<file path="config.mk">
export PLATFORM = sky130hd
export DESIGN_NAME = wbrs_ctrl
export DESIGN_NICKNAME = d
export VERILOG_FILES = /design/src/hdl/wbrs_pkg.sv /design/src/hdl/wbrs_ctrl.sv
export SDC_FILE = /design/constraint.sdc
export NUM_CORES = 1
export LEC_CHECK = 0
export BUFFER_PORTS_ARGS = -buffer_cell sky130_fd_sc_hd__buf_4
export CORE_AREA = 2 2 39 41
export DETAILED_ROUTE_END_ITERATION = 10
export DIE_AREA = 0 0 41 43
export PLACE_DENSITY = 0.66
export SLEW_MARGIN = 20
export SYNTH_ARGS = -nofsm -noshare
export SYNTH_HDL_FRONTEND = slang
export SYNTH_SLANG_ARGS = --single-unit
export TNS_END_PERCENT = 50
</file>
<file path="constraint.sdc">
create_clock -name clk -period 2 [get_ports clk]
set_input_delay 0.2 -clock clk [delete_from_list [all_inputs] [get_ports clk]]
set_output_delay 0.2 -clock clk [all_outputs]
set_load 0.02 [all_outputs]
</file>
<file path="src/hdl/wbrs_pkg.sv">
// Shared types, codes and sizes of the write-barrier remembered set.
`default_nettype none
package wbrs_pkg;

  localparam int ADDR_W      = 48;
  localparam int HASH_SLOTS  = 4096;
  localparam int HASH_AW     = $clog2(HASH_SLOTS);
  localparam int BUF_DEPTH   = 4096;
  localparam int BUF_AW      = $clog2(BUF_DEPTH);
  localparam int PROBE_LIMIT = 8;
  localparam int PROBE_W     = (PROBE_LIMIT > 1) ? $clog2(PROBE_LIMIT) : 1;
  localparam int CNT_W       = 13;
  localparam int TALLY_W     = 32;
  localparam int IDX_W       = 12;
  localparam int CFG_AW      = 5;
  localparam int CFG_DW      = 64;

  localparam logic [CNT_W-1:0] CAP_RESET = CNT_W'(24 * 1024 / 8);
  localparam logic [CNT_W-1:0] CAP_MAX   = CNT_W'(BUF_DEPTH);

  // Register indexes on the configuration port.
  localparam logic [1:0] REG_REGION_BEGIN = 2'd0;
  localparam logic [1:0] REG_REGION_END   = 2'd1;
  localparam logic [1:0] REG_SET_CAPACITY = 2'd2;

  // Command codes.
  localparam logic [1:0] CMD_BARRIER = 2'd0;
  localparam logic [1:0] CMD_CLEAR   = 2'd1;
  localparam logic [1:0] CMD_READ    = 2'd2;

  // Result status codes.
  localparam logic [2:0] ST_VALUE_OUT = 3'd0;
  localparam logic [2:0] ST_SLOT_IN   = 3'd1;
  localparam logic [2:0] ST_DUPLICATE = 3'd2;
  localparam logic [2:0] ST_ADDED     = 3'd3;
  localparam logic [2:0] ST_UNHASHED  = 3'd4;
  localparam logic [2:0] ST_OVERFLOW  = 3'd5;
  localparam logic [2:0] ST_CLEARED   = 3'd6;
  localparam logic [2:0] ST_READ      = 3'd7;

  typedef struct packed {
    logic [1:0]        command;
    logic [ADDR_W-1:0] slot_addr;
    logic [ADDR_W-1:0] value_addr;
    logic [IDX_W-1:0]  read_index;
  } item_t;

  typedef struct packed {
    logic [2:0]         status;
    logic [ADDR_W-1:0]  entry_addr;
    logic [IDX_W-1:0]   entry_index;
    logic [CNT_W-1:0]   set_count;
    logic [TALLY_W-1:0] barrier_count;
    logic [TALLY_W-1:0] duplicate_count;
  } result_t;

  typedef struct packed {
    logic [ADDR_W-1:0] region_begin;
    logic [ADDR_W-1:0] region_end;
    logic [CNT_W-1:0]  set_capacity;
  } cfg_t;

  // Controller to datapath.
  typedef struct packed {
    logic       load;
    logic       probe_init;
    logic       probe_next;
    logic       hash_rd;
    logic       hash_ins;
    logic       sweep_we;
    logic       buf_rd;
    logic       append;
    logic       emit;
    logic [2:0] status;
    logic       inc_passed;
    logic       inc_dup;
    logic       clear_count;
  } ctrl_cmd_t;

  // Datapath to controller.
  typedef struct packed {
    logic [1:0] command;
    logic       value_out;
    logic       slot_in;
    logic       full;
    logic       hit;
    logic       empty;
    logic       last_probe;
    logic       sweep_last;
  } dp_status_t;

endpackage
`default_nettype wire

</file>
<file path="src/hdl/wbrs_ctrl.sv">
// Controller: sequences filtering, hash probes, table sweeps and buffer reads.
`default_nettype none
module wbrs_ctrl
  import wbrs_pkg::*;
(
  input  wire logic       clk,
  input  wire logic       rst,
  input  wire logic       start,
  input  wire dp_status_t st,
  output ctrl_cmd_t       cmd,
  output logic            busy
);

  localparam logic [2:0] S_INIT   = 3'd0;
  localparam logic [2:0] S_IDLE   = 3'd1;
  localparam logic [2:0] S_DECODE = 3'd2;
  localparam logic [2:0] S_PREAD  = 3'd3;
  localparam logic [2:0] S_PCMP   = 3'd4;
  localparam logic [2:0] S_CLEAR  = 3'd5;
  localparam logic [2:0] S_RDOUT  = 3'd6;

  logic [2:0] state;
  logic [2:0] state_next;

  always_ff @(posedge clk) begin
    if (rst) begin
      state <= S_INIT;
    end else begin
      state <= state_next;
    end
  end

  assign busy = state != S_IDLE;

  always_comb begin
    cmd        = '0;
    cmd.status = ST_VALUE_OUT;
    state_next = state;
    unique case (state)
      S_INIT: begin
        cmd.sweep_we = 1'b1;
        if (st.sweep_last) begin
          state_next = S_IDLE;
        end
      end
      S_IDLE: begin
        if (start) begin
          cmd.load   = 1'b1;
          state_next = S_DECODE;
        end
      end
      S_DECODE: begin
        state_next = S_IDLE;
        unique case (st.command)
          CMD_BARRIER: begin
            priority if (st.value_out) begin
              cmd.emit   = 1'b1;
              cmd.status = ST_VALUE_OUT;
            end else if (st.slot_in) begin
              cmd.emit   = 1'b1;
              cmd.status = ST_SLOT_IN;
            end else if (st.full) begin
              cmd.emit       = 1'b1;
              cmd.status     = ST_OVERFLOW;
              cmd.inc_passed = 1'b1;
            end else begin
              cmd.probe_init = 1'b1;
              state_next     = S_PREAD;
            end
          end
          CMD_CLEAR: state_next = S_CLEAR;
          CMD_READ: begin
            cmd.buf_rd = 1'b1;
            state_next = S_RDOUT;
          end
          default: ;
        endcase
      end
      S_PREAD: begin
        cmd.hash_rd = 1'b1;
        state_next  = S_PCMP;
      end
      S_PCMP: begin
        state_next = S_IDLE;
        priority if (st.hit) begin
          cmd.emit       = 1'b1;
          cmd.status     = ST_DUPLICATE;
          cmd.inc_passed = 1'b1;
          cmd.inc_dup    = 1'b1;
        end else if (st.empty) begin
          cmd.emit       = 1'b1;
          cmd.status     = ST_ADDED;
          cmd.inc_passed = 1'b1;
          cmd.hash_ins   = 1'b1;
          cmd.append     = 1'b1;
        end else if (st.last_probe) begin
          // Every probe met another slot: keep it in the buffer only.
          cmd.emit       = 1'b1;
          cmd.status     = ST_UNHASHED;
          cmd.inc_passed = 1'b1;
          cmd.append     = 1'b1;
        end else begin
          cmd.probe_next = 1'b1;
          state_next     = S_PREAD;
        end
      end
      S_CLEAR: begin
        cmd.sweep_we = 1'b1;
        if (st.sweep_last) begin
          cmd.emit        = 1'b1;
          cmd.status      = ST_CLEARED;
          cmd.clear_count = 1'b1;
          state_next      = S_IDLE;
        end
      end
      S_RDOUT: begin
        cmd.emit   = 1'b1;
        cmd.status = ST_READ;
        state_next = S_IDLE;
      end
      default: state_next = S_INIT;
    endcase
  end

endmodule
`default_nettype wire

</file>
==> flow_results.org <==
** Clock tree
- Latest clock arrival within the worst-skew pair :: 0.23 ns
- Clock Path Buffers :: 2
- Clock-pin slew on the worst setup and hold paths :: 0.04 ns
- CTS H-Tree Depth :: 1
- Root buffer selected by CTS :: sky130_fd_sc_hd__clkbuf_4
- Clock tree synthesis inserted a total of 3 buffers.
- For this design, the CTS-stage hold fixing added 0 buffers.
- Clock tree synthesis found a total of 3 sinks.
- TritonCTS clock tree :: built

** Synth
- For this run, the leading register cell type out of synthesis is sky130_fd_sc_hd__dfxtp_1.
- Dividing the synthesized area by the synthesized cell count gives 6.90 sq um.
- During synthesis, Yosys emitted a total of 0 warnings.
- After synthesis, the largest family of logic cells by area is simple AND/OR/NAND/NOR gates.
- Fraction of registers with async set or reset after synthesis :: 0
- Adder-cell share of the synthesized area :: 0.0824
- Counting flops and latches in the post-synthesis netlist gives 3.
- Post-Synthesis Net Count :: 81
- Of all cell types, the one taking the most synthesized area is sky130_fd_sc_hd__dfxtp_1.
- Count of flip-flops with a built-in enable after synthesis :: 0
- Of the total synthesized cell area, the portion taken by AND, OR, NAND and NOR gates is 0.462.
- The complex-gate fraction of the synthesized area was 0.236.
- Mapped cell area :: 455 sq um
- Of the synthesized area, sequential elements account for 0.132.
- Most area-consuming cells after synthesis :: sky130_fd_sc_hd__dfxtp_1 13%, sky130_fd_sc_hd__and3_1 8.2%, sky130_fd_sc_hd__ha_1 8.2%
- Share of cell area taken by muxes after synthesis :: 0
- Count of distinct cell types in the synthesized netlist :: 33
- Xor and xnor area share after synthesis :: 0.0192
- Instance count of the mapped netlist :: 66
- Area share of the leading cell type in the synthesized netlist :: 0.132

** Global route
- For this run, the total global-route usage over all layers was measured as 0.166.
- Pin count of the biggest net entering global routing :: 13
- Congestion Overflow GR :: 0
- The first global-routing pass estimated 2040 um of wire.
- The via count of the first global-routing pass was 522.
- Antenna violations before repair :: 0

** Run
- Max-cap violations in this run came to 0.

** Placement
- Global placer's final weighted congestion :: 0.852
- Once placement finished, the instance area stood at 677 sq um.
- DP HPWL :: 1010 um
- OpenSTA, run right after detailed placement, puts the worst setup slack at 0.344 ns.
- After detailed placement, the design holds a cell count of 108.
- Count of port buffers added during placement :: 27

** Drt
- Vias/cell :: 5.18
- The first detailed-routing pass ran for 4 iterations.
- After detailed routing, the total wire length is 1260 um.
- In this run the remaining antenna-violating nets after routing total 0.
- Routed wire length per instance :: 11.3 um
- Residual DRC count :: 0
- For this block, the via count after detailed routing is 580.
- DRC violation total after the first TritonRoute iteration :: 4

** Timing
- Final-report max-slew violation count :: 0
- The final hold violation count came to 0.
- In the finished design, the share of the clock period the worst path needs comes to 0.894.
- For this run, the top clock speed supported by timing is 559 MHz.
- Hold timing on the final database bottoms out at a slack of 0.147 ns.
- # setup viols final :: 0
- Summed over all failing endpoints, the final setup total negative slack is 0 ns.
- For the final database, setup skew stands at 0.00108 ns.
- Subtracting the final worst setup slack from the clock period gives 1.79 ns.
- RSZ-0062 raised after global routing :: no
- At the pin with the least slew margin, the transition time is 0.535 ns.
- Setup slack on the critical path of the routed design comes to 0.212 ns.
- Measured against its own limit, the worst slew margin works out to 0.639.

** Power and ir drop
- Of the total power, the share spent switching nets is 0.343.
- Of the total power, registers draw 0.236.
- PnR Total Power :: 0.301 mW
- Internal power comes to 0.198 mW.
- PD cells :: 427 nW/um^2
- Worst-case vdd ir drop :: 0.291 mV
- Clock network fraction of design power :: 0.353
- The share of total power dissipated in combinational logic is 0.411.
- Leak pwr :: 0.370 nW
- Net load switching power :: 0.103 mW

** Finish
- Ant. Diodes :: 0
- At the end of the flow the core is filled with cells to 0.509.
- Area delta synth->final :: 54.7%
- In the final layout, flip-flops and latches occupy 61.3 sq um.
- Final Instance Area :: 704 sq um
- The library cell used most frequently in the layout, excluding fill and tap cells, is sky130_fd_sc_hd__buf_4.
- Number of filler instances in the final layout :: 140
- Share of cells above drive strength 1 :: 0.385
- Number of flip-flops under the largest register name :: 3
- Leaving out fill and tap cells, the most frequent cells in the layout are 29 x sky130_fd_sc_hd__buf_4, 7 x sky130_fd_sc_hd__nor2_1, 6 x sky130_fd_sc_hd__and3_1.
- Net count reported at finish :: 112
- Leading registers by flop count :: state: 3 flops
- The register with the most flip-flops in the final layout is state.
- Summing all multi-input logic gate instances after layout gives 364 sq um.
- Leaving out filler cells and counting taps, the final layout contains 112.

** Setup path
- STA puts the critical path data arrival time at 1.59 ns.
- Max FO, Critical Path :: 11
- For flop-to-flop paths, the worst setup slack is 0.66 ns.
- Critical setup path kind :: reg2out
- The worst setup path is captured at an output pin.
- Type of element launching the critical path :: flop
- Required time of the worst setup path :: 1.80 ns

** Floorplan
- 28 I/O pins were placed.
- From left edge to right edge, the die measures 41 um.
- Die ar. :: 1760 sq um
- The total area inside the core boundary comes to 1380 sq um.
- Chip height :: 43 um
- For this configuration, the core starts out at a cell density of 0.329.
- The initialized floorplan defines 14 standard-cell rows.

** Hold path
- The min-delay analysis places its worst path in the category in2reg.

** Run status
- Run status :: complete, no violations
==> timing repair <==
item / 4_1_cts / 5_1_grt
buffers inserted: 0 / 0
resized for setup: 0 / 1
endpoints found under the setup margin: 0 / 1
==> worst paths after layout <==
| kind | end | depth (start not counted) | start |
|---|---|---|---|
| setup / recovery | cmd[5] | 5 | state[1]$_SDFFE_PP0P_ |
| hold reg to reg | state[0]$_SDFFE_PP0P_ | 1 | state[1]$_SDFFE_PP0P_ |
| setup reg to reg | state[1]$_SDFFE_PP0P_ | 5 | state[0]$_SDFFE_PP0P_ |
| hold / removal | state[2]$_SDFFE_PP0P_ | 2 | rst |
==> final cells by class <==
cell class	instances	area share
clock buffers	4	0.0373
inverters	4	0.0213
multi-input cells	56	0.517
flip-flops and latches	3	0.0870
well taps	16	0.0284
repair buffers	29	0.309
==> layer usage <==
layer,up-vias,GRT usage,wire length [um]
met5,-,0,0
met4,0,0.0800,14
met3,2,0.0314,85
met2,19,0.266,618
met1,263,0.202,541
li1,296,-,-
==> power by group through the flow <==
| stage | Clock, mW | Sequential (mW) | Combinational, mW |
|---|---|---|---|
| detailed placement | 0 | 0.0714 | 0.125 |
| floorplan | 0 | 0.0687 | 0.0732 |
| finish | 0.106 | 0.0710 | 0.124 |
| CTS | 0.114 | 0.0705 | 0.125 |
| global placement | 0 | 0.0712 | 0.123 |
| global route | 0.120 | 0.0717 | 0.138 |
==> cells in the mapped netlist, types with 2 or more instances <==
library cell / number
sky130_fd_sc_hd__nand3_1: 2
sky130_fd_sc_hd__o21ai_0: 2
sky130_fd_sc_hd__o311ai_0: 2
sky130_fd_sc_hd__nor3_1: 2
sky130_fd_sc_hd__nand2_1: 5
sky130_fd_sc_hd__a21oi_1: 2
sky130_fd_sc_hd__nor2b_1: 4
sky130_fd_sc_hd__nor2_1: 7
sky130_fd_sc_hd__inv_1: 4
sky130_fd_sc_hd__ha_1: 3
sky130_fd_sc_hd__and2_1: 3
sky130_fd_sc_hd__and3_1: 6
sky130_fd_sc_hd__nand2b_1: 2
sky130_fd_sc_hd__dfxtp_1: 3
==> critical path, stage by stage (launching register included) <==
cell,delay (ns)
sky130_fd_sc_hd__dfxtp_2,0.43
sky130_fd_sc_hd__nor2b_1,0.29
sky130_fd_sc_hd__and3_4,0.24
sky130_fd_sc_hd__nand3_1,0.09
sky130_fd_sc_hd__o311ai_0,0.10
sky130_fd_sc_hd__buf_4,0.20
==> cells by family (layout without fill, tap and decap cells) <==
| kind of cell | after synthesis | in the layout |
|---|---|---|
| buffers and inverters | 7 | 37 |
| adder cells (fa/ha/maj) | 3 | 3 |
| AO/OA/AOI/OAI | 15 | 15 |
| flip-flops | 3 | 3 |
| XOR/XNOR | 1 | 1 |
| AND/OR/NAND/NOR | 37 | 37 |
Power figures use the tool's default switching activity.
