[src/hdl/wbrs_pkg.sv]
// Shared types, codes and sizes of the write-barrier remembered set.
`default_nettype none
package wbrs_pkg;

  localparam int ADDR_W      = 48;
  localparam int HASH_SLOTS  = 4096;
  localparam int HASH_AW     = $clog2(HASH_SLOTS);
  localparam int BUF_DEPTH   = 4096;
  localparam int BUF_AW      = $clog2(BUF_DEPTH);
  localparam int PROBE_LIMIT = 8;
  localparam int PROBE_W     = (PROBE_LIMIT > 1) ? $clog2(PROBE_LIMIT) : 1;
  localparam int CNT_W       = 13;
  localparam int TALLY_W     = 32;
  localparam int IDX_W       = 12;
  localparam int CFG_AW      = 5;
  localparam int CFG_DW      = 64;

  localparam logic [CNT_W-1:0] CAP_RESET = CNT_W'(24 * 1024 / 8);
  localparam logic [CNT_W-1:0] CAP_MAX   = CNT_W'(BUF_DEPTH);

  // Register indexes on the configuration port.
  localparam logic [1:0] REG_REGION_BEGIN = 2'd0;
  localparam logic [1:0] REG_REGION_END   = 2'd1;
  localparam logic [1:0] REG_SET_CAPACITY = 2'd2;

  // Command codes.
  localparam logic [1:0] CMD_BARRIER = 2'd0;
  localparam logic [1:0] CMD_CLEAR   = 2'd1;
  localparam logic [1:0] CMD_READ    = 2'd2;

  // Result status codes.
  localparam logic [2:0] ST_VALUE_OUT = 3'd0;
  localparam logic [2:0] ST_SLOT_IN   = 3'd1;
  localparam logic [2:0] ST_DUPLICATE = 3'd2;
  localparam logic [2:0] ST_ADDED     = 3'd3;
  localparam logic [2:0] ST_UNHASHED  = 3'd4;
  localparam logic [2:0] ST_OVERFLOW  = 3'd5;
  localparam logic [2:0] ST_CLEARED   = 3'd6;
  localparam logic [2:0] ST_READ      = 3'd7;

  typedef struct packed {
    logic [1:0]        command;
    logic [ADDR_W-1:0] slot_addr;
    logic [ADDR_W-1:0] value_addr;
    logic [IDX_W-1:0]  read_index;
  } item_t;

  typedef struct packed {
    logic [2:0]         status;
    logic [ADDR_W-1:0]  entry_addr;
    logic [IDX_W-1:0]   entry_index;
    logic [CNT_W-1:0]   set_count;
    logic [TALLY_W-1:0] barrier_count;
    logic [TALLY_W-1:0] duplicate_count;
  } result_t;

  typedef struct packed {
    logic [ADDR_W-1:0] region_begin;
    logic [ADDR_W-1:0] region_end;
    logic [CNT_W-1:0]  set_capacity;
  } cfg_t;

  // Controller to datapath.
  typedef struct packed {
    logic       load;
    logic       probe_init;
    logic       probe_next;
    logic       hash_rd;
    logic       hash_ins;
    logic       sweep_we;
    logic       buf_rd;
    logic       append;
    logic       emit;
    logic [2:0] status;
    logic       inc_passed;
    logic       inc_dup;
    logic       clear_count;
  } ctrl_cmd_t;

  // Datapath to controller.
  typedef struct packed {
    logic [1:0] command;
    logic       value_out;
    logic       slot_in;
    logic       full;
    logic       hit;
    logic       empty;
    logic       last_probe;
    logic       sweep_last;
  } dp_status_t;

endpackage
`default_nettype wire

[src/hdl/wbrs_cfg.sv]
// APB-style register bank holding the region bounds and the set capacity.
`default_nettype none
module wbrs_cfg
  import wbrs_pkg::*;
(
  input  wire logic              clk,
  input  wire logic              rst,
  input  wire logic              psel,
  input  wire logic              penable,
  input  wire logic              pwrite,
  input  wire logic [CFG_AW-1:0] paddr,
  input  wire logic [CFG_DW-1:0] pwdata,
  output logic      [CFG_DW-1:0] prdata,
  output logic                   pready,
  output cfg_t                   cfg
);

  logic       wr;
  logic [1:0] sel;

  assign pready = 1'b1;
  assign wr     = psel && penable && pwrite;
  assign sel    = paddr[4:3];

  always_ff @(posedge clk) begin
    if (rst) begin
      cfg.region_begin <= '0;
      cfg.region_end   <= '0;
      cfg.set_capacity <= CAP_RESET;
    end else if (wr) begin
      unique case (sel)
        REG_REGION_BEGIN: cfg.region_begin <= pwdata[ADDR_W-1:0];
        REG_REGION_END:   cfg.region_end   <= pwdata[ADDR_W-1:0];
        REG_SET_CAPACITY: cfg.set_capacity <= pwdata[CNT_W-1:0];
        default: ;
      endcase
    end
  end

  always_comb begin
    unique case (sel)
      REG_REGION_BEGIN: prdata = CFG_DW'(cfg.region_begin);
      REG_REGION_END:   prdata = CFG_DW'(cfg.region_end);
      REG_SET_CAPACITY: prdata = CFG_DW'(cfg.set_capacity);
      default:          prdata = '0;
    endcase
  end

endmodule
`default_nettype wire

[config.mk]
export PLATFORM = sky130hd
export DESIGN_NAME = wbrs_cfg
export DESIGN_NICKNAME = d
export VERILOG_FILES = /design/src/hdl/wbrs_pkg.sv /design/src/hdl/wbrs_cfg.sv
export SDC_FILE = /design/constraint.sdc
export NUM_CORES = 1
export LEC_CHECK = 0
export ABC_AREA = 0
export ABC_CLOCK_PERIOD_IN_PS = 2200
export BUFFER_PORTS_ARGS = -buffer_cell sky130_fd_sc_hd__buf_2
export CAP_MARGIN = 20
export CELL_PAD_IN_SITES_DETAIL_PLACEMENT = 0
export CELL_PAD_IN_SITES_GLOBAL_PLACEMENT = 2
export CORE_ASPECT_RATIO = 0.8
export CORE_UTILIZATION = 29
export CTS_CLUSTER_DIAMETER = 200
export DETAILED_ROUTE_END_ITERATION = 12
export PLACE_DENSITY = 0.95
export SYNTH_ARGS = -nofsm -noshare
export SYNTH_HDL_FRONTEND = slang
export SYNTH_SLANG_ARGS = --single-unit
[constraint.sdc]
create_clock -name clk -period 2.2 [get_ports clk]
set_clock_uncertainty 0.05 [all_clocks]
set_input_delay 0.22 -clock clk [delete_from_list [all_inputs] [get_ports clk]]
set_output_delay 0.22 -clock clk [all_outputs]
set_load 0.005 [all_outputs]
==> summary.md, run 1 <==
| Metric | Value |
|---|---|
| Clk root buf | `clkbuf_16` |
| Die width | `154.0 um` |
| Clock tree buffer depth | `2` |
| Slew HR | `42.10%` |
| Post-Synth Adder-Cell Area | `0%` |
| DR WL/cell | `13.88 um` |
| Hold path start | `pwdata[23]` |
| Fraction of layout cells with a size suffix above 1 | `around a third` |
| Largest family of logic cells by synthesized area | `multiplexers` |
| Post-CTS Resized | `0` |
| Area of the multi-input gates | `2923 um2` |
| RR Startpoint | `cfg[35]$_SDFFE_PP0P_` |
| Area of the core | `between 15,000 and 20,000 um2` |
| H-tree Lvls | `3` |
| RSZ-0062 raised after global routing | `no` |
| Lkg Pwr | `3.548 nW` |
| Dpl hpwl | `between 10,000 and 15,000 um` |
| Initial Util | `between 20% and 30%` |
| Nets | `821` |
| Place WS | `0.4455 ns` |
| Num CTS Buffers | `9` |
| Placer Congestion | `roughly 0.73` |
| Antenna viol nets, final | `0` |
| Final worst path period share | `73.30%` |
| Initial DRT Pass Iterations | `4` |
| CTS tree | `yes` |
| Maximum VDD drop | `0.0003414 V` |
| Row count | `44` |
| Synth warnings | `0` |
| Final total power | `3.952 mW` |
| Setup Buffers After CTS | `0` |
| Placed insts | `roughly 970` |
| Synth Area in Compound Gates | `1.214%` |
| Register area | `2182 um2` |
| Clock sink total | `109` |
| Worst hold path depth | `3` |
| DRT Wirelength | `13,630 um` |
| Total GRT Usage | `14.18%` |
| Worst min path class | `in -> reg` |
| Biggest regs | `cfg (109)` |
| Fin worst setup slack | `0.5873 ns` |
| DRC Markers | `0` |
| Clk slew on worst S/H paths | `0.08 ns` |
| Area Growth Syn to Fin | `28.56%` |
| Seq/Total Area, Yosys | `40.73%` |
| Vias after detailed routing | `4,257` |
| Slew Limit Fails | `0` |
| CP Data Required Time | `1.93 ns` |
| Dominant cells by area after synthesis | `dfxtp_1 (41%), mux2i_1 (29%), nand2b_1 (18%), nor2_1 (2.7%), buf_4 (2.5%)` |
| First-pass GRT wire length | `between 20,000 and 25,000 um` |
| Initial antenna violation count | `0` |
| Cells along the critical path | `buf_4 -> buf_4 -> mux2i_1 -> nor2_1 -> buf_2` |
| Vias per inst | `4.335` |
| Synth unique cells | `18` |
| Status | `complete, no violations` |
| CP Launch Type | `input port` |
| Post-place instance area | `between 6000 and 7000 um2` |
| Finish-stage setup viols | `0` |
| Final std cell area, no fill | `6888 um2` |
| Crit path from | `paddr[3]` |
| Critical R2R Capture | `cfg[35]$_SDFFE_PP0P_` |
| ANT cells | `0` |
| Synth Register Bits | `between 100 and 150` |
| Fill count | `1,872` |
| Simple-Gate Fraction of Synth Area | `22.58%` |
| Post-synthesis xor/xnor area fraction | `0%` |
| Top Ports | `~250` |
| Area leader, netlist | `dfxtp_1` |
| Final Non-Filler Cells | `982` |
| Worst EP arrival | `1.34 ns` |
| Largest register FFs | `109` |
| CP max stage delay | `between 0.3 and 0.4 ns` |
| R2R Setup Slk | `1.50 ns` |
| GRT overflow | `0` |
| CP most frequent cell | `buf_4` |
| FMAX | `620.1 MHz` |
| Largest Register | `cfg` |
| Crit end category | `primary output` |
| PortBufs | `211` |
| Proportion of synthesized area in mux cells | `29.33%` |
| Syn avg cell area | `between 9 and 10 um2` |
| Final Hold Vio Count | `0` |
| Vias in the first global route | `3,993` |
| Max_cap viols | `0` |
| Die Footprint | `19,030 um2` |
| Cell area after synthesis | `5358 um2` |
| Shortest period the worst path allows | `1.613 ns` |
| Pin count of the biggest net entering global routing | `57` |
| PwrDens | `573.8 nW/um2` |
| Die Y | `123.6 um` |
| Setup TNS | `0 ns` |
| Worst reg-to-reg path cell count | `2` |
| Fin util | `between 30% and 40%` |
| CTS Hold Bufs | `0` |
| CP max FO | `19` |
| Slowest-stage cell, CP | `buf_4` |
| Clk_lat worst skew | `~0.35 ns` |
| Drt initial violations | `135` |
| Post-Syn Instances | `about 550` |
| Worst-Margin Slew | `0.8685 ns` |
| Worst hold margin | `0.09547 ns` |
| Post-synth top area share | `between 40% and 50%` |
| Setup CP Type | `in -> out` |
| CP Capture Point | `prdata[33]` |
==> layout by cell type (no fill, tap or decap), types with 2 or more instances in the layout <==
| master | Yosys | routed |
|---|---|---|
| mux2i_1 | 157 | 157 |
| inv_6 | 0 | 2 |
| clkinvlp_4 | 0 | 2 |
| buf_12 | 0 | 3 |
| conb_1 | 2 | 17 |
| nor2_1 | 39 | 39 |
| inv_8 | 0 | 2 |
| nand2_1 | 13 | 13 |
| buf_2 | 14 | 209 |
| o21ai_0 | 13 | 13 |
| dfxtp_1 | 109 | 109 |
| nand2b_1 | 155 | 155 |
| buf_4 | 18 | 14 |
| clkbuf_16 | 0 | 9 |
==> kinds of logic after synthesis <==
| kind of cell | after synthesis |
|---|---|
| AOI/OAI and AO/OA | 13 |
| buffers and inverters | 59 |
| DFF | 109 |
| muxes | 157 |
| other | 2 |
| and+or+nand+nor | 214 |
==> how the worst min path moves through the flow <==
stage                             to  slack [ns]
6_report        cfg[36]$_SDFFE_PP0P_         0.1
3_3_place_gp    cfg[73]$_SDFFE_PP0P_        0.42
2_1_floorplan   cfg[10]$_SDFFE_PP1P_        0.33
5_1_grt         cfg[36]$_SDFFE_PP0P_        0.09
4_1_cts        cfg[102]$_SDFFE_PP0P_        0.08
3_5_place_dp    cfg[72]$_SDFFE_PP0P_        0.43
==> report_power, final <==
group	internal [mW]	total (mW)	switching [mW]
clock network	0.794	1.58	0.785
registers	2.00	2.02	0.0204
logic	0.176	0.355	0.179
==> layout make-up <==
cell class | count | share of cell area [%]
clock buffer | 10 | 3.324
timing repair buffer | 226 | 17.58
tap | 230 | 4.178
sequential | 109 | 31.68
multi-input combinational | 401 | 42.43
clock inverter | 6 | 0.7993
==> cell usage after synthesis (all sizes together) <==
cell	n
nand2	13
o21ai	13
nor3b	1
nor2	39
nand3	1
or3	1
nor3	1
buf	34
dfxtp	109
nand4	1
conb	2
or3b	1
clkbuf	25
mux2i	157
nor2b	1
nand2b	155
==> metal layers <==
| layer | GRT usage [%] | part of all wire (%) | vias to the layer above |
|---|---|---|---|
| met5 | 0 | 0 | - |
| met4 | 4.188 | 1.1 | 0 |
| met3 | 4.036 | 5.3 | 10 |
| met2 | 23.32 | 47 | 118 |
| met1 | 18.12 | 46 | 1952 |
| li1 | - | - | 2177 |
==> critical path, delay by kind of cell <==
family	cells	cell delay, ns
AND/OR/NAND/NOR	1	0.06
buffers and inverters	3	0.77
multiplexers	1	0.26
No activity file was read; power rests on OpenSTA's default activity.
==> run 2: changes to the inputs <==
--- a/config.mk
+++ b/config.mk
@@ -6,16 +6,16 @@
 export NUM_CORES = 1
 export LEC_CHECK = 0
 export ABC_AREA = 0
-export ABC_CLOCK_PERIOD_IN_PS = 2200
+export ABC_CLOCK_PERIOD_IN_PS = 1500
 export BUFFER_PORTS_ARGS = -buffer_cell sky130_fd_sc_hd__buf_2
 export CAP_MARGIN = 20
 export CELL_PAD_IN_SITES_DETAIL_PLACEMENT = 0
 export CELL_PAD_IN_SITES_GLOBAL_PLACEMENT = 2
 export CORE_ASPECT_RATIO = 0.8
-export CORE_UTILIZATION = 29
+export CORE_UTILIZATION = 27
 export CTS_CLUSTER_DIAMETER = 200
 export DETAILED_ROUTE_END_ITERATION = 12
-export PLACE_DENSITY = 0.95
+export PLACE_DENSITY = 0.9
 export SYNTH_ARGS = -nofsm -noshare
 export SYNTH_HDL_FRONTEND = slang
 export SYNTH_SLANG_ARGS = --single-unit
==> constraint.sdc (replaced) <==
create_clock -name clk -period 1.5 [get_ports clk]
set_clock_uncertainty 0.05 [all_clocks]
set_input_delay 0.15 -clock clk [delete_from_list [all_inputs] [get_ports clk]]
set_output_delay 0.15 -clock clk [all_outputs]
set_load 0.005 [all_outputs]
==> run 2 against run 1 <==
Effect of this change: via count is 1.9% higher; total power is 52% higher; critical endpoint is now prdata[4]; count of clock-buffer cells in the layout is 1 lower; combinational power up 55%; register-to-register slack got worse by 0.72 ns; core utilization fell by 1.2 points.
==> summary.md, run 2 (synthesis gave the netlist of run 1 again) <==
| Metric | Value |
|---|---|
| Setup Buffers After CTS | `0 (unchanged)` |
| Biggest regs | `cfg (109)` |
| Num CTS Buffers | `9 (unchanged)` |
| CP max stage delay | `0.38 ns (about the same)` |
| Worst EP arrival | `1.12 ns (-0.22 ns)` |
| DR WL/cell | `14.05 um (+1.2%)` |
| Fraction of layout cells with a size suffix above 1 | `33.46% (+1.0 points)` |
| Row count | `45 (+2.3%)` |
| Setup CP Type | `reg -> out` |
| Final worst path period share | `roughly nine tenths` |
| First-pass GRT wire length | `22,270 um (+5.3%)` |
| Setup TNS | `0 ns (unchanged)` |
| Slew Limit Fails | `0 (unchanged)` |
| Placed insts | `1,004 (+3.9%)` |
| Shortest period the worst path allows | `1.322 ns` |
| Clk slew on worst S/H paths | `0.08 ns (about the same)` |
| Pin count of the biggest net entering global routing | `45 (-21%)` |
| Max_cap viols | `0 (unchanged)` |
| Most frequent cells in the layout | `buf_2 (209), mux2i_1 (157), nand2b_1 (155), dfxtp_1 (109), nor2_1 (39)` |
| Final Hold Vio Count | `0 (unchanged)` |
| Top Ports | `248 (unchanged)` |
| Dpl hpwl | `10,550 um (+3.1%)` |
| Area Growth Syn to Fin | `32.16%` |
| Total GRT Usage | `13.85% (-0.33 points)` |
| Clk_lat worst skew | `0.34 ns (about the same)` |
| Place WS | `0.06237 ns (-0.3831 ns)` |
| CP max FO | `3 (-16)` |
| PwrDens | `846.0 nW/um2 (+47%)` |
| Commonest non-fill, non-tap cell in the layout | `buf_2` |
| Nets | `831 (+1.2%)` |
| Vias after detailed routing | `4,336 (+1.9%)` |
| Cells along the critical path | `mux2i_1 -> o21ai_0 -> buf_2` |
| Die Y | `128.0 um (+3.6%)` |
| FMAX | `756.4 MHz` |
| CP Launch Type | `flop` |
| Fill count | `1,967 (+5.1%)` |
| Final std cell area, no fill | `7081 um2 (+2.8%)` |
| PortBufs | `211 (unchanged)` |
| Slowest-stage cell, CP | `dfxtp_1` |
| Die Footprint | `20,410 um2 (+7.3%)` |
| Area of the multi-input gates | `2920 um2 (about the same)` |
| Maximum VDD drop | `0.0005619 V (+65%)` |
| Crit end category | `primary output` |
| Die width | `159.5 um (+3.6%)` |
| DRT Wirelength | `14,330 um (+5.1%)` |
| Post-place instance area | `6774 um2 (+2.6%)` |
| Crit-path leading delay family | `flip-flops` |
| Largest Register | `cfg` |
| DRC Markers | `0 (unchanged)` |
| Fin worst setup slack | `0.1780 ns (-0.4093 ns)` |
| H-tree Lvls | `3 (unchanged)` |
| Lkg Pwr | `3.640 nW (+2.6%)` |
| Vias per inst | `4.251 (-1.9%)` |
| Placer Congestion | `0.7341 (+0.31%)` |
| Initial Util | `27.90% (-1.7 points)` |
| Finish-stage setup viols | `0 (unchanged)` |
| Final total power | `5.990 mW (+52%)` |
| RSZ-0062 raised after global routing | `no` |
| GRT overflow | `0 (unchanged)` |
| Largest register FFs | `109 (unchanged)` |
| CTS Hold Bufs | `0 (unchanged)` |
| Post-CTS Resized | `0 (unchanged)` |
| Initial antenna violation count | `1 (+1)` |
| CTS tree | `yes` |
| Drt initial violations | `134 (-0.74%)` |
| Worst min path class | `in -> reg` |
| Initial DRT Pass Iterations | `4 (unchanged)` |
| Clk root buf | `clkbuf_16` |
| Final Non-Filler Cells | `1,020 (+3.9%)` |
| Vias in the first global route | `4,043 (+1.3%)` |
| CP Data Required Time | `1.30 ns (-0.63 ns)` |
| ANT cells | `0 (unchanged)` |
| Critical path buffers and inverters | `1 (-2)` |
| Clock tree buffer depth | `2 (unchanged)` |
| Area of the core | `19,200 um2 (+6.0%)` |
| Clock sink total | `109 (unchanged)` |
| Register area | `2182 um2 (unchanged)` |
| Antenna viol nets, final | `0 (unchanged)` |
| Status | `complete, no violations` |
| R2R Setup Slk | `0.78 ns (-0.72 ns)` |
## run 2: changes by cell type in the layout (fill, tap and decap cells not counted), moves of 2 or more
cell	before	now
buf_12	3	8
clkinvlp_4	2	0
clkinv_4	0	2
buf_4	14	19
## run 2: through the flow
stage | utilization, % | hold slack (ns)
6_report | 36.88 | 0.02409
5_1_grt | 36.88 | 0.008902
4_1_cts | 36.88 | 0.008017
3_5_place_dp | 35.28 | 0.3942
3_3_place_gp | 35.28 | 0.3740
2_1_floorplan | - | 0.2612
## run 2: path summary, 6_finish.rpt
kind / from / end / depth (start not counted)
max: cfg[17]$_SDFFE_PP0P_ / prdata[4] / 3
min: pwdata[40] / cfg[101]$_SDFFE_PP0P_ / 3
max reg2reg: cfg[51]$_SDFFE_PP0P_ / cfg[51]$_SDFFE_PP0P_ / 2
min reg2reg: cfg[50]$_SDFFE_PP0P_ / cfg[50]$_SDFFE_PP0P_ / 2
## run 2: worst register-to-register path: cells and delay by family (launching register included)
kind             cells  cell delay (ns)
flip-flops           1             0.41
AND/OR/NAND/NOR      1             0.08
multiplexers         1             0.12
## run 2: cell type report
| cell class | count | share of cell area (%) |
|---|---|---|
| clock inverter | 7 | 1.149 |
| multi-input combinational | 401 | 41.24 |
| tap | 258 | 4.559 |
| sequential | 109 | 30.82 |
| timing repair buffer | 236 | 19.05 |
| clock buffer | 9 | 3.181 |
## run 2: per-layer routing
metal | share of wire (%) | GRT usage [%] | vias to the layer above
li1 | - | - | 2207
met1 | 48 | 18.24 | 2002
met2 | 46 | 22.42 | 118
met3 | 5.0 | 3.462 | 9
met4 | 1.0 | 3.903 | 0
met5 | 0 | 0 | -
## run 2: report_power, final
group | internal [mW] | leakage (nW) | switching [mW]
combinational | 0.279 | 2.61 | 0.272
sequential | 2.93 | 0.880 | 0.0310
clock | 1.32 | 0.152 | 1.16
==> run 3: changes to the inputs <==
--- a/config.mk
+++ b/config.mk
@@ -8,7 +8,6 @@
 export ABC_AREA = 0
 export ABC_CLOCK_PERIOD_IN_PS = 1500
 export BUFFER_PORTS_ARGS = -buffer_cell sky130_fd_sc_hd__buf_2
-export CAP_MARGIN = 20
 export CELL_PAD_IN_SITES_DETAIL_PLACEMENT = 0
 export CELL_PAD_IN_SITES_GLOBAL_PLACEMENT = 2
 export CORE_ASPECT_RATIO = 0.8
==> constraint.sdc (replaced) <==
create_clock -name clk -period 1.5 [get_ports clk]
set_clock_uncertainty 0.05 [all_clocks]
set_input_delay 0.3 -clock clk [delete_from_list [all_inputs] [get_ports clk]]
set_output_delay 0.3 -clock clk [all_outputs]
set_load 0.005 [all_outputs]
==> run 3 against run 2 <==
Effect of this change: count of clock-buffer cells in the layout up 1; combinational power up 4.9%; die area unchanged; critical path depth unchanged; sequential share of layout area down 0.40 points; first-iteration DRC count grew 25%; largest power group unchanged; final cell count grew 0.78%; critical path type unchanged; sequential power about the same; final area increased by 1.8%; largest cell class unchanged; clock power barely moved; maximum frequency fell by 8.0%.
==> summary.md, run 3 (synthesis gave the netlist of run 1 again) <==
| Metric | Value |
|---|---|
| Status | `complete, no violations` |
| Met1 Usage GRT | `17.73% (-0.51 points)` |
| Vias after detailed routing | `4,350 (+0.32%)` |
| Vias per inst | `4.232 (-0.46%)` |
| Top Ports | `248 (unchanged)` |
| Clk slew on worst S/H paths | `0.08 ns (about the same)` |
| Num CTS Buffers | `9 (unchanged)` |
| Clock tree buffer depth | `2 (unchanged)` |
| Worst hold margin | `0.1708 ns (+0.1467 ns)` |
| Placed insts | `1,009 (+0.50%)` |
| Fraction of layout cells with a size suffix above 1 | `35.16% (+1.7 points)` |
| Area of the core | `19,200 um2 (unchanged)` |
| Total GRT Usage | `13.83% (-0.027 points)` |
| Setup CP Type | `reg -> out` |
| Clk_lat worst skew | `0.35 ns (about the same)` |
| Most Used Layer, Global Route | `met2` |
| Clk root buf | `clkbuf_16` |
| Crit end category | `primary output` |
| Area Growth Syn to Fin | `34.52%` |
| DR WL/cell | `13.92 um (-0.97%)` |
| Cells along the critical path | `mux2i_1 -> o21ai_0 -> buf_2` |
| Initial DRT Pass Iterations | `4 (unchanged)` |
| CP max stage delay | `0.37 ns (about the same)` |
| CP Launch Type | `flop` |
| First-pass GRT wire length | `22,080 um (-0.87%)` |
| H-tree Lvls | `3 (unchanged)` |
| PwrDens | `833.9 nW/um2 (-1.4%)` |
| Slew Limit Fails | `0 (unchanged)` |
| Nets | `837 (+0.72%)` |
| Final Hold Vio Count | `0 (unchanged)` |
| DRC Markers | `0 (unchanged)` |
| Post-place instance area | `6812 um2 (+0.55%)` |
| Drt initial violations | `168 (+25%)` |
| Vias in the first global route | `4,099 (+1.4%)` |
| Initial antenna violation count | `2 (+1)` |
| Largest Register | `cfg` |
| Die Y | `128.0 um (unchanged)` |
| CTS tree | `yes` |
| Slowest-stage cell, CP | `dfxtp_1` |
| Placer Congestion | `0.7633 (+4.0%)` |
| CTS Hold Bufs | `0 (unchanged)` |
| Pin count of the biggest net entering global routing | `51 (+13%)` |
| Worst min path class | `in -> reg` |
| Lkg Pwr | `3.694 nW (+1.5%)` |
| DRT Wirelength | `14,310 um (-0.19%)` |
| Final Non-Filler Cells | `1,028 (+0.78%)` |
| Final std cell area, no fill | `7207 um2 (+1.8%)` |
| Met3 Track Usage GR | `3.397% (-0.065 points)` |
| PortBufs | `211 (unchanged)` |
| Maximum VDD drop | `0.0005664 V (+0.80%)` |
| GRT overflow | `0 (unchanged)` |
| Die Footprint | `20,410 um2 (unchanged)` |
| Finish-stage setup viols | `0 (unchanged)` |
| Worst EP arrival | `1.09 ns (-0.03 ns)` |
| CP max FO | `3 (unchanged)` |
| Die width | `159.5 um (unchanged)` |
| Biggest regs | `cfg (109)` |
| Antenna viol nets, final | `0 (unchanged)` |
| FMAX | `696.2 MHz (-8.0%)` |
| GR Layer Usage met2 | `22.96% (+0.54 points)` |
| Most frequent cells in the layout | `buf_2 (208), mux2i_1 (157), nand2b_1 (155), dfxtp_1 (101), nor2_1 (39)` |
| Clock sink total | `109 (unchanged)` |
| Final worst path period share | `95.76% (+7.6 points)` |
| Dpl hpwl | `10,410 um (-1.3%)` |
| CP Data Required Time | `1.15 ns (-0.15 ns)` |
| Max_cap viols | `0 (unchanged)` |
| Commonest non-fill, non-tap cell in the layout | `buf_2` |
| Shortest period the worst path allows | `1.436 ns (+0.1144 ns)` |
| Largest register FFs | `109 (unchanged)` |
| Initial Util | `27.90% (unchanged)` |
| Row count | `45 (unchanged)` |
| RSZ-0062 raised after global routing | `no` |
[run 3: changes by cell type in the layout (fill, tap and decap cells not counted), moves of 2 or more]
cell,before,now
dfxtp_1,109,101
dfxtp_2,0,8
o21ai_0,13,9
o21ai_1,0,4
buf_4,19,21
buf_8,0,2
clkinv_4,2,4
diode_2,0,2
inv_6,2,0
[run 3: final cells by class]
| cell class | instances | area [um2] |
|---|---|---|
| Timing Repair Buffer | 242 | 1448 |
| Fill cell | 1980 | 11990 |
| Multi-Input combinational cell | 401 | 2928 |
| Sequential cell | 109 | 2192 |
| Tap cell | 258 | 322.8 |
| Clock buffer | 10 | 239.0 |
| Clock inverter | 6 | 72.57 |
| Antenna cell | 2 | 5.005 |
[run 3: per-stage QoR]
step                setup slack (ns)  power [mW]  util (%)  setup TNS, ns
floorplan                   -0.07109       3.375         -         -1.422
global placement             -0.1064       3.591     35.48         -4.588
detailed placement           -0.1253       3.591     35.48         -5.515
CTS                          0.01203       6.120     37.39              0
global route                0.001296       6.286     37.51              0
finish                       0.06362       6.010     37.54              0
[run 3: timing repair]
| action | CTS | global route |
|---|---|---|
| endpoints found under the setup margin | 38 | 18 |
| resized for setup | 9 | 15 |
| cloned | 1 | 0 |
| buffers inserted | 0 | 0 |
[run 3: worst paths after layout]
path	start	end	slack, ns	cells past startpoint
worst max-delay path	cfg[18]$_SDFFE_PP0P_	prdata[5]	0.06	3
worst min-delay path	pwdata[10]	cfg[10]$_SDFFE_PP1P_	0.17	3
worst max register to register	cfg[51]$_SDFFE_PP0P_	cfg[51]$_SDFFE_PP0P_	0.80	2
worst min register to register	cfg[67]$_SDFFE_PP0P_	cfg[67]$_SDFFE_PP0P_	0.43	2
[run 3: where the power goes]
part | internal [mW] | switching (mW)
Sequential | 2.93 | 0.0305
Clock | 1.35 | 1.12
Combinational | 0.301 | 0.276
Total | 4.58 | 1.43
[run 3: critical path: cells and delay by family (launching register included)]
kind,cells,cell delay (ns)
compound gates,1,0.15
buf+inv,1,0.14
mux,1,0.08
flops,1,0.37
[run 3: per-layer routing]
metal  vias up  share of wire, %
met3         9               4.8
met5         -                 0
li1       2210                 -
met4         0               1.1
met1      2016                47
met2       115                47
